<file path="config.mk">
export PLATFORM = sky130hd
export DESIGN_NAME = prime_modulus_arith_unit
export DESIGN_NICKNAME = d
export VERILOG_FILES = /design/src/hw/rtl/pmau_pkg.sv /design/src/hw/rtl/prime_modulus_arith_unit.sv
export SDC_FILE = /design/constraint.sdc
export NUM_CORES = 2
export LEC_CHECK = 0
export BUFFER_PORTS_ARGS = -buffer_cell sky130_fd_sc_hd__buf_2
export CAP_MARGIN = 10
export CORE_MARGIN = 2
export CORE_UTILIZATION = 60
export DETAILED_ROUTE_END_ITERATION = 7
export PLACE_DENSITY_LB_ADDON = 0.08
export REMOVE_ABC_BUFFERS = 1
export SETUP_SLACK_MARGIN = 0.15
export SLEW_MARGIN = 30
export SYNTH_ARGS = -nofsm -noshare
export SYNTH_HDL_FRONTEND = slang
export SYNTH_SLANG_ARGS = --single-unit
export TNS_END_PERCENT = 100
</file>
<file path="constraint.sdc">
create_clock -name clk -period 26.7 [get_ports clk]
set_clock_uncertainty 0.05 [all_clocks]
set_input_delay 5.34 -clock clk [delete_from_list [all_inputs] [get_ports clk]]
set_output_delay 5.34 -clock clk [all_outputs]
set_load 0.03 [all_outputs]
</file>
<file path="src/hw/rtl/pmau_pkg.sv">
`default_nettype none

package pmau_pkg;

    // payload widths
    localparam int OP_W   = 3;
    localparam int OPND_W = 64;
    localparam int EXP_W  = 63;
    localparam int RES_W  = 30;

    // opcodes
    localparam logic [OP_W-1:0] OP_NEG = 3'd0;
    localparam logic [OP_W-1:0] OP_ADD = 3'd1;
    localparam logic [OP_W-1:0] OP_SUB = 3'd2;
    localparam logic [OP_W-1:0] OP_MUL = 3'd3;
    localparam logic [OP_W-1:0] OP_POW = 3'd4;
    localparam logic [OP_W-1:0] OP_INV = 3'd5;
    localparam logic [OP_W-1:0] OP_DIV = 3'd6;

endpackage

`default_nettype wire

</file>
<file path="src/hw/rtl/prime_modulus_arith_unit.sv">
`default_nettype none

// for each item both operands are reduced, then negate, add and subtract finish without the multiplier,
//   multiply takes one barrett multiply, power and inverse square-and-multiply, divide one more multiply
// operand reduction is 3 chunks of K bits on the shared barrett multiplier; squarings are
//   skipped while the accumulator is 1, the worst case is a full exponent; unused opcodes give zero
// one item at a time, start is taken again in the done cycle
// reset: rst_n asynchronous, active low, clears sequencer and done; done cannot be stalled
module prime_modulus_arith_unit #(
    parameter int MODULUS       = 1000000007,
    parameter int EXPONENT_BITS = 63
) (
    input  logic                                 clk,
    input  logic                                 rst_n,
    input  logic                                 start,
    output logic                                 busy,
    input  logic        [pmau_pkg::OP_W-1:0]     opcode,
    input  logic signed [pmau_pkg::OPND_W-1:0]   operand_a,
    input  logic signed [pmau_pkg::OPND_W-1:0]   operand_b,
    input  logic        [pmau_pkg::EXP_W-1:0]    exponent,
    output logic                                 done,
    output logic        [pmau_pkg::RES_W-1:0]    residue
);

    import pmau_pkg::*;

    // modulus as a wide constant, its bit length and the barrett factor 4^K / M
    localparam logic [63:0] MOD64 = 64'(MODULUS);
    localparam int          K     = $clog2(MOD64 + 64'd1);
    localparam logic [63:0] MU64  = (64'd1 << (2 * K)) / MOD64;
    localparam int          PW    = 2 * K + 3;

    // exponent register holds either the user exponent or modulus-2
    localparam int EW = (EXPONENT_BITS > K) ? EXPONENT_BITS : K;
    localparam int CW = $clog2(OPND_W + 1);

    // operand magnitude is reduced in K-bit chunks, msb chunk first
    localparam int NCH = (OPND_W + K - 1) / K;
    localparam int MW  = NCH * K;

    localparam logic [K:0]   M_W  = (K + 1)'(MOD64);
    localparam logic [K+1:0] M_X1 = (K + 2)'(MOD64);
    localparam logic [K+1:0] M_X2 = (K + 2)'(MOD64 << 1);
    localparam logic [K+1:0] MU_W = (K + 2)'(MU64);
    localparam logic [EW-1:0] INV_EXP = EW'(MOD64 - 64'd2);

    // sequencer states
    localparam logic [3:0] S_IDLE  = 4'd0;
    localparam logic [3:0] S_RED   = 4'd1;
    localparam logic [3:0] S_FIX1  = 4'd2;
    localparam logic [3:0] S_FIX2  = 4'd3;
    localparam logic [3:0] S_OP    = 4'd4;
    localparam logic [3:0] S_SUB2  = 4'd5;
    localparam logic [3:0] S_CSUB  = 4'd6;
    localparam logic [3:0] S_PSTEP = 4'd7;
    localparam logic [3:0] S_MUL1  = 4'd8;
    localparam logic [3:0] S_MUL2  = 4'd9;
    localparam logic [3:0] S_MUL3  = 4'd10;
    localparam logic [3:0] S_MSUB  = 4'd11;
    localparam logic [3:0] S_MCOR  = 4'd12;

    // where a modular multiply returns to
    localparam logic [2:0] RET_SQ  = 3'd0;
    localparam logic [2:0] RET_MB  = 3'd1;
    localparam logic [2:0] RET_FIN = 3'd2;
    localparam logic [2:0] RET_RA  = 3'd3;
    localparam logic [2:0] RET_RB  = 3'd4;

    function automatic logic [K:0] csub(input logic [K:0] v);
        csub = (v >= M_W) ? (v - M_W) : v;
    endfunction

    // control registers
    logic [3:0]    state_reg, state_next;
    logic          done_reg, done_next;
    logic [CW-1:0] cnt_reg, cnt_next;
    logic [2:0]    ret_reg, ret_next;

    // datapath registers
    logic [OP_W-1:0]   op_reg, op_next;
    logic              sa_reg, sa_next;
    logic              sb_reg, sb_next;
    logic [MW-1:0]     mag_reg, mag_next;
    logic [OPND_W-1:0] mag_b_reg, mag_b_next;
    logic [K:0]        a_reg, a_next;
    logic [K:0]        b_reg, b_next;
    logic [EW-1:0]     e_reg, e_next;
    logic [K:0]        acc_reg, acc_next;
    logic [K-1:0]      base_reg, base_next;
    logic [K-1:0]      x_reg, x_next;
    logic [K-1:0]      y_reg, y_next;
    logic [PW-1:0]     prod_reg, prod_next;
    logic [2*K-1:0]    p_reg, p_next;
    logic [K+1:0]      rr_reg, rr_next;
    logic [RES_W-1:0]  residue_reg, residue_next;

    // combinational helpers
    logic [OPND_W-1:0] mag_a_in, mag_b_in;
    logic [EW-1:0]     e_pow;
    logic [K:0]        ma;
    logic [K+1:0]      mb;
    logic [PW-1:0]     mprod;
    logic [K-1:0]      mres;
    logic              ebit;
    logic [EW-1:0]     e_shift;

    assign mag_a_in = operand_a[OPND_W-1] ? (64'd0 - operand_a) : operand_a;
    assign mag_b_in = operand_b[OPND_W-1] ? (64'd0 - operand_b) : operand_b;
    assign e_pow    = EW'(exponent[EXPONENT_BITS-1:0]);

    // shared multiplier: x*y, then barrett quotient estimate, then quotient times modulus
    always_comb
    begin
        case (state_reg)
            S_MUL2:
            begin
                ma = prod_reg[2*K-1:K-1];
                mb = MU_W;
            end
            S_MUL3:
            begin
                ma = (K + 1)'(prod_reg[K+1 +: K]);
                mb = M_X1;
            end
            default:
            begin
                ma = (K + 1)'(x_reg);
                mb = (K + 2)'(y_reg);
            end
        endcase
    end

    assign mprod = {{(K + 2){1'b0}}, ma} * {{(K + 1){1'b0}}, mb};

    // barrett remainder is below three times the modulus
    always_comb
    begin
        if (rr_reg >= M_X2)
        begin
            mres = K'(rr_reg - M_X2);
        end
        else if (rr_reg >= M_X1)
        begin
            mres = K'(rr_reg - M_X1);
        end
        else
        begin
            mres = K'(rr_reg);
        end
    end

    assign ebit    = e_reg[EW-1];
    assign e_shift = {e_reg[EW-2:0], 1'b0};

    // sequencer
    always_comb
    begin
        state_next   = state_reg;
        done_next    = 1'b0;
        cnt_next     = cnt_reg;
        ret_next     = ret_reg;
        op_next      = op_reg;
        sa_next      = sa_reg;
        sb_next      = sb_reg;
        mag_next     = mag_reg;
        mag_b_next   = mag_b_reg;
        a_next       = a_reg;
        b_next       = b_reg;
        e_next       = e_reg;
        acc_next     = acc_reg;
        base_next    = base_reg;
        x_next       = x_reg;
        y_next       = y_reg;
        prod_next    = prod_reg;
        p_next       = p_reg;
        rr_next      = rr_reg;
        residue_next = residue_reg;

        case (state_reg)
            S_IDLE:
            begin
                if (start)
                begin
                    op_next    = opcode;
                    sa_next    = operand_a[OPND_W-1];
                    sb_next    = operand_b[OPND_W-1];
                    mag_next   = MW'(mag_a_in);
                    mag_b_next = mag_b_in;
                    acc_next   = '0;
                    e_next     = (opcode == OP_INV || opcode == OP_DIV) ? INV_EXP : e_pow;
                    cnt_next   = CW'(NCH);
                    ret_next   = RET_RA;
                    state_next = S_RED;
                end
            end

            // fold the next chunk into the running remainder, barrett reduce it
            S_RED:
            begin
                prod_next  = PW'({acc_reg[K-1:0], mag_reg[MW-1 -: K]});
                mag_next   = {mag_reg[MW-K-1:0], {K{1'b0}}};
                cnt_next   = cnt_reg - 1'b1;
                state_next = S_MUL2;
            end

            // negative operands wrap up to a non-negative residue
            S_FIX1:
            begin
                a_next     = sa_reg ? (M_W - a_reg) : a_reg;
                b_next     = sb_reg ? (M_W - b_reg) : b_reg;
                state_next = S_FIX2;
            end

            S_FIX2:
            begin
                a_next     = csub(a_reg);
                b_next     = csub(b_reg);
                state_next = S_OP;
            end

            S_OP:
            begin
                case (op_reg)
                    OP_NEG:
                    begin
                        acc_next   = M_W - a_reg;
                        state_next = S_CSUB;
                    end
                    OP_ADD:
                    begin
                        acc_next   = a_reg + b_reg;
                        state_next = S_CSUB;
                    end
                    OP_SUB:
                    begin
                        acc_next   = M_W - b_reg;
                        state_next = S_SUB2;
                    end
                    OP_MUL:
                    begin
                        x_next     = a_reg[K-1:0];
                        y_next     = b_reg[K-1:0];
                        ret_next   = RET_FIN;
                        state_next = S_MUL1;
                    end
                    OP_POW, OP_INV:
                    begin
                        base_next  = a_reg[K-1:0];
                        acc_next   = (K + 1)'(1);
                        cnt_next   = CW'(EW);
                        state_next = S_PSTEP;
                    end
                    OP_DIV:
                    begin
                        base_next  = b_reg[K-1:0];
                        acc_next   = (K + 1)'(1);
                        cnt_next   = CW'(EW);
                        state_next = S_PSTEP;
                    end
                    default:
                    begin
                        // unused opcode gives zero
                        residue_next = '0;
                        done_next    = 1'b1;
                        state_next   = S_IDLE;
                    end
                endcase
            end

            S_SUB2:
            begin
                acc_next   = a_reg + acc_reg;
                state_next = S_CSUB;
            end

            S_CSUB:
            begin
                residue_next = RES_W'(csub(acc_reg));
                done_next    = 1'b1;
                state_next   = S_IDLE;
            end

            // square-and-multiply, msb first
            S_PSTEP:
            begin
                if (cnt_reg == '0)
                begin
                    if (op_reg == OP_DIV)
                    begin
                        x_next     = a_reg[K-1:0];
                        y_next     = acc_reg[K-1:0];
                        ret_next   = RET_FIN;
                        state_next = S_MUL1;
                    end
                    else
                    begin
                        residue_next = RES_W'(acc_reg);
                        done_next    = 1'b1;
                        state_next   = S_IDLE;
                    end
                end
                else if (acc_reg == (K + 1)'(1))
                begin
                    // squaring one gives one, multiplying one by base gives base
                    if (ebit)
                    begin
                        acc_next = {1'b0, base_reg};
                    end
                    e_next   = e_shift;
                    cnt_next = cnt_reg - 1'b1;
                end
                else
                begin
                    x_next     = acc_reg[K-1:0];
                    y_next     = acc_reg[K-1:0];
                    ret_next   = RET_SQ;
                    state_next = S_MUL1;
                end
            end

            S_MUL1:
            begin
                prod_next  = mprod;
                state_next = S_MUL2;
            end

            S_MUL2:
            begin
                p_next     = prod_reg[2*K-1:0];
                prod_next  = mprod;
                state_next = S_MUL3;
            end

            S_MUL3:
            begin
                prod_next  = mprod;
                state_next = S_MSUB;
            end

            S_MSUB:
            begin
                rr_next    = p_reg[K+1:0] - prod_reg[K+1:0];
                state_next = S_MCOR;
            end

            S_MCOR:
            begin
                case (ret_reg)
                    RET_SQ:
                    begin
                        acc_next = {1'b0, mres};
                        if (ebit)
                        begin
                            x_next     = mres;
                            y_next     = base_reg;
                            ret_next   = RET_MB;
                            state_next = S_MUL1;
                        end
                        else
                        begin
                            e_next     = e_shift;
                            cnt_next   = cnt_reg - 1'b1;
                            state_next = S_PSTEP;
                        end
                    end
                    RET_MB:
                    begin
                        acc_next   = {1'b0, mres};
                        e_next     = e_shift;
                        cnt_next   = cnt_reg - 1'b1;
                        state_next = S_PSTEP;
                    end
                    // last chunk of a done, start on b
                    RET_RA:
                    begin
                        if (cnt_reg == '0)
                        begin
                            a_next   = {1'b0, mres};
                            mag_next = MW'(mag_b_reg);
                            acc_next = '0;
                            cnt_next = CW'(NCH);
                            ret_next = RET_RB;
                        end
                        else
                        begin
                            acc_next = {1'b0, mres};
                        end
                        state_next = S_RED;
                    end
                    RET_RB:
                    begin
                        acc_next = {1'b0, mres};
                        if (cnt_reg == '0)
                        begin
                            b_next     = {1'b0, mres};
                            state_next = S_FIX1;
                        end
                        else
                        begin
                            state_next = S_RED;
                        end
                    end
                    default:
                    begin
                        residue_next = RES_W'(mres);
                        done_next    = 1'b1;
                        state_next   = S_IDLE;
                    end
                endcase
            end

            default:
            begin
                state_next = S_IDLE;
            end
        endcase
    end

    always_ff @(posedge clk or negedge rst_n)
    begin
        if (!rst_n)
        begin
            state_reg <= S_IDLE;
            done_reg  <= 1'b0;
            cnt_reg   <= '0;
            ret_reg   <= RET_FIN;
        end
        else
        begin
            state_reg <= state_next;
            done_reg  <= done_next;
            cnt_reg   <= cnt_next;
            ret_reg   <= ret_next;
        end
    end

    always_ff @(posedge clk)
    begin
        op_reg      <= op_next;
        sa_reg      <= sa_next;
        sb_reg      <= sb_next;
        mag_reg     <= mag_next;
        mag_b_reg   <= mag_b_next;
        a_reg       <= a_next;
        b_reg       <= b_next;
        e_reg       <= e_next;
        acc_reg     <= acc_next;
        base_reg    <= base_next;
        x_reg       <= x_next;
        y_reg       <= y_next;
        prod_reg    <= prod_next;
        p_reg       <= p_next;
        rr_reg      <= rr_next;
        residue_reg <= residue_next;
    end

    assign busy    = (state_reg != S_IDLE);
    assign done    = done_reg;
    assign residue = residue_reg;

endmodule

`default_nettype wire

</file>
==> impl_metrics.json <==
{
  "grt_pass1_vias": 55825,
  "viasPerCell": 6.40,
  "critPathMaxFanout": 39,
  "hpwl_um": 183000,
  "dr.pass1.iters": 6,
  "fp-row-count": 122,
  "h-tree-depth": 2,
  "slowest_stage": "nor2b_2",
  "finalNonFillerCells": 8775,
  "slew_headroom_pct": 25.2,
  "clk_pin_slew_worst_paths_ns": 0.07,
  "drc": 0,
  "antenna_found_initial": 11,
  "cts_buffers": 57,
  "finalMaxSlewViolations": 0,
  "dp.cells": 8653,
  "worstSkewPairLatency_ns": 0.66,
  "cpMostUsedCell": "fa_1",
  "max_stage_delay_ns": 0.88,
  "initial_core_util_pct": 60.2,
  "cts_sinks": 575,
  "hold_path_depth": 0,
  "area_growth_pct": 7.10,
  "worst_pin_slew_ns": 1.12,
  "tritoncts": "done",
  "async_reset_ff_share_pct": 2.61,
  "arrival_ns": 12.08,
  "drive_gt1_share_pct": 8.00,
  "via_count": 56193,
  "synth_ff_type": "edfxtp_1",
  "routed-wl-met3_um": 29500,
  "critPathCaptureType": "register",
  "worstHoldStart": "prod_reg[28]",
  "synth_edf_count": 560,
  "min_period_ns": 11.77,
  "crit_type": "register to register",
  "fin_crit_sh_pct": 44.1,
  "path_buf_inv": 6,
  "post_cts.repair.setup_buffers": 0,
  "finalNetCount": 8614,
  "critPathTopFamily": "adder cells",
  "initialDrtViolationCount": 6655,
  "multi_input_area_sq_mm": 0.0446,
  "grt_use_total_pct": 42.1,
  "die_x_um": 337,
  "r2r_start": "state_reg[3]",
  "yosysWarnings": 0,
  "cp.required_ns": 27.02,
  "outcome": "complete, no violations",
  "routed_wl_um": 236000,
  "final_common_cell": "nand2_1",
  "rr_worst_depth": 30,
  "mostFrequentLayoutCells": "nand2_1, inv_1, fa_1",
  "io_pins": 229,
  "layout_setup_ws_ns": 14.93,
  "grt_first_pass_wirelength_um": 353000,
  "rrSetupSlack_ns": 14.93,
  "synthesis.area_sq_mm": 0.0665,
  "ys_ff_latch": 575,
  "synth_cell_types": 91,
  "largest_register_ffs": 90,
  "path_depth": 30,
  "top_layer": "met5",
  "avgSynthCellArea_sq_um": 9.21,
  "cts_hold_buf": 0,
  "cp-start-kind": "register",
  "grt_overflow": 0,
  "setup_viol": 0,
  "coreArea_sq_mm": 0.110,
  "dieHeight_um": 337,
  "netlist_instances": 7222,
  "drv_cap": 0,
  "gp_congestion": 1.04,
  "crit_path_start": "state_reg[3]",
  "wl_met2_um": 102000,
  "rsz0062_at_grt": "no",
  "clock_path_buffers": 3,
  "yosysSeqAreaShare_pct": 25.9,
  "cts_resized": 0,
  "fmax_mhz": 85.0,
  "grt_max_degree": 134,
  "tns_ns": 0,
  "clock-root-buffer": "clkbuf_16",
  "regArea_sq_mm": 0.0172,
  "ant_nets": 0,
  "wirelength_met1_um": 87800,
  "pre_cts_ws_ns": 15.28,
  "detail_route.wl_per_cell_um": 26.9,
  "fill_cells": 9363,
  "hp-class": "register to register",
  "die_area_sq_mm": 0.113,
  "hold_viol": 0,
  "port_buffers": 228
}
==> worst register-to-register path: cells and delay by family, from the launching register on <==
| family | cells | cell delay (ns) |
|---|---|---|
| xor gates and xnor gates | 1 | 0.20 |
| AOI/OAI and AO/OA | 10 | 2.46 |
| adders and majority gates | 9 | 4.51 |
| and+or+nand+nor | 4 | 2.51 |
| buffers and inverters | 6 | 1.12 |
| DFF | 1 | 0.65 |
==> through the flow <==
step / hold WS, ns / cell area (sq um) / util, %
after global placement: 0.381 / 69100 / 62.6
after global routing: 0.417 / 71200 / 64.5
after detailed placement: 0.383 / 69300 / 62.8
after CTS: 0.400 / 71100 / 64.5
after floorplan: 0.376 / 65000 / -
final: 0.402 / 71200 / 64.5
==> area by class of cell <==
cell class | count | area share (%)
clock inverters | 39 | 0.495
flip-flops and latches | 575 | 24.1
multi-input cells | 5288 | 62.6
inverters | 966 | 5.09
repair buffers | 338 | 2.91
clock buffers | 69 | 2.12
diodes | 12 | 0.0422
well taps | 1488 | 2.61
==> path summary, 6_finish.rpt <==
kind,end
worst max-delay path,prod_reg[57]
worst min register to register,p_reg[28]
max in group asynchronous,ret_reg[1]
worst max register to register,prod_reg[57]
worst min-delay path,p_reg[28]
min in group asynchronous,ret_reg[2]
==> synthesized netlist by cell type (21+ instances only) <==
cell type    n  share of area (%)
ha_1       352                6.6
a21oi_1    241                1.8
inv_1      964                5.4
nor2b_1     28               0.26
o21a_1      26               0.29
nand3_1     92               0.69
nor4_1      25               0.24
a221oi_1    59               0.78
a211oi_1    27               0.30
a22oi_1    109                1.2
a221o_1     24               0.36
mux2_2      28               0.47
nor3_1      64               0.48
o211ai_1    44               0.50
a21o_1      96                1.1
or2_2       29               0.27
and2_1      34               0.32
o31ai_1     65               0.73
xor2_1     150                2.0
o21ai_0    466                3.5
and3_1     143                1.3
or4_1       21               0.24
fa_1       839                 25
o22ai_1     29               0.27
a22o_1      48               0.63
nand4_1     24               0.23
nor2_1     667                3.8
clkbuf_1   380                2.1
buf_1       26               0.15
nand2b_1    44               0.41
xnor2_1    212                2.8
nand2_1    973                5.5
or3_1       32               0.30
edfxtp_1   560                 25
a31oi_1     38               0.36
==> logic make-up (layout without fill, tap and decap cells) <==
kind of cell             after synthesis  in the layout  synth area share [%]
multiplexers                          48             48                 0.775
adder cells (fa/ha/maj)             1192           1192                  31.9
other                                  2             29                0.0113
AND/OR/NAND/NOR                     2211           2211                  14.5
XOR/XNOR                             362            362                  4.77
buffers and inverters               1374           1412                  7.76
AO/OA/AOI/OAI                       1458           1458                  14.4
flip-flops                           575            575                  25.9
==> per-layer routing <==
layer | vias to the layer above | GRT usage, %
met4 | 2 | 24.3
met3 | 735 | 11.0
met5 | - | 0
met2 | 3656 | 63.4
li1 | 24244 | -
met1 | 27556 | 55.2
Power is not shown: default switching activity piles up to over one toggle a cycle in this logic, so the estimate is an artifact.
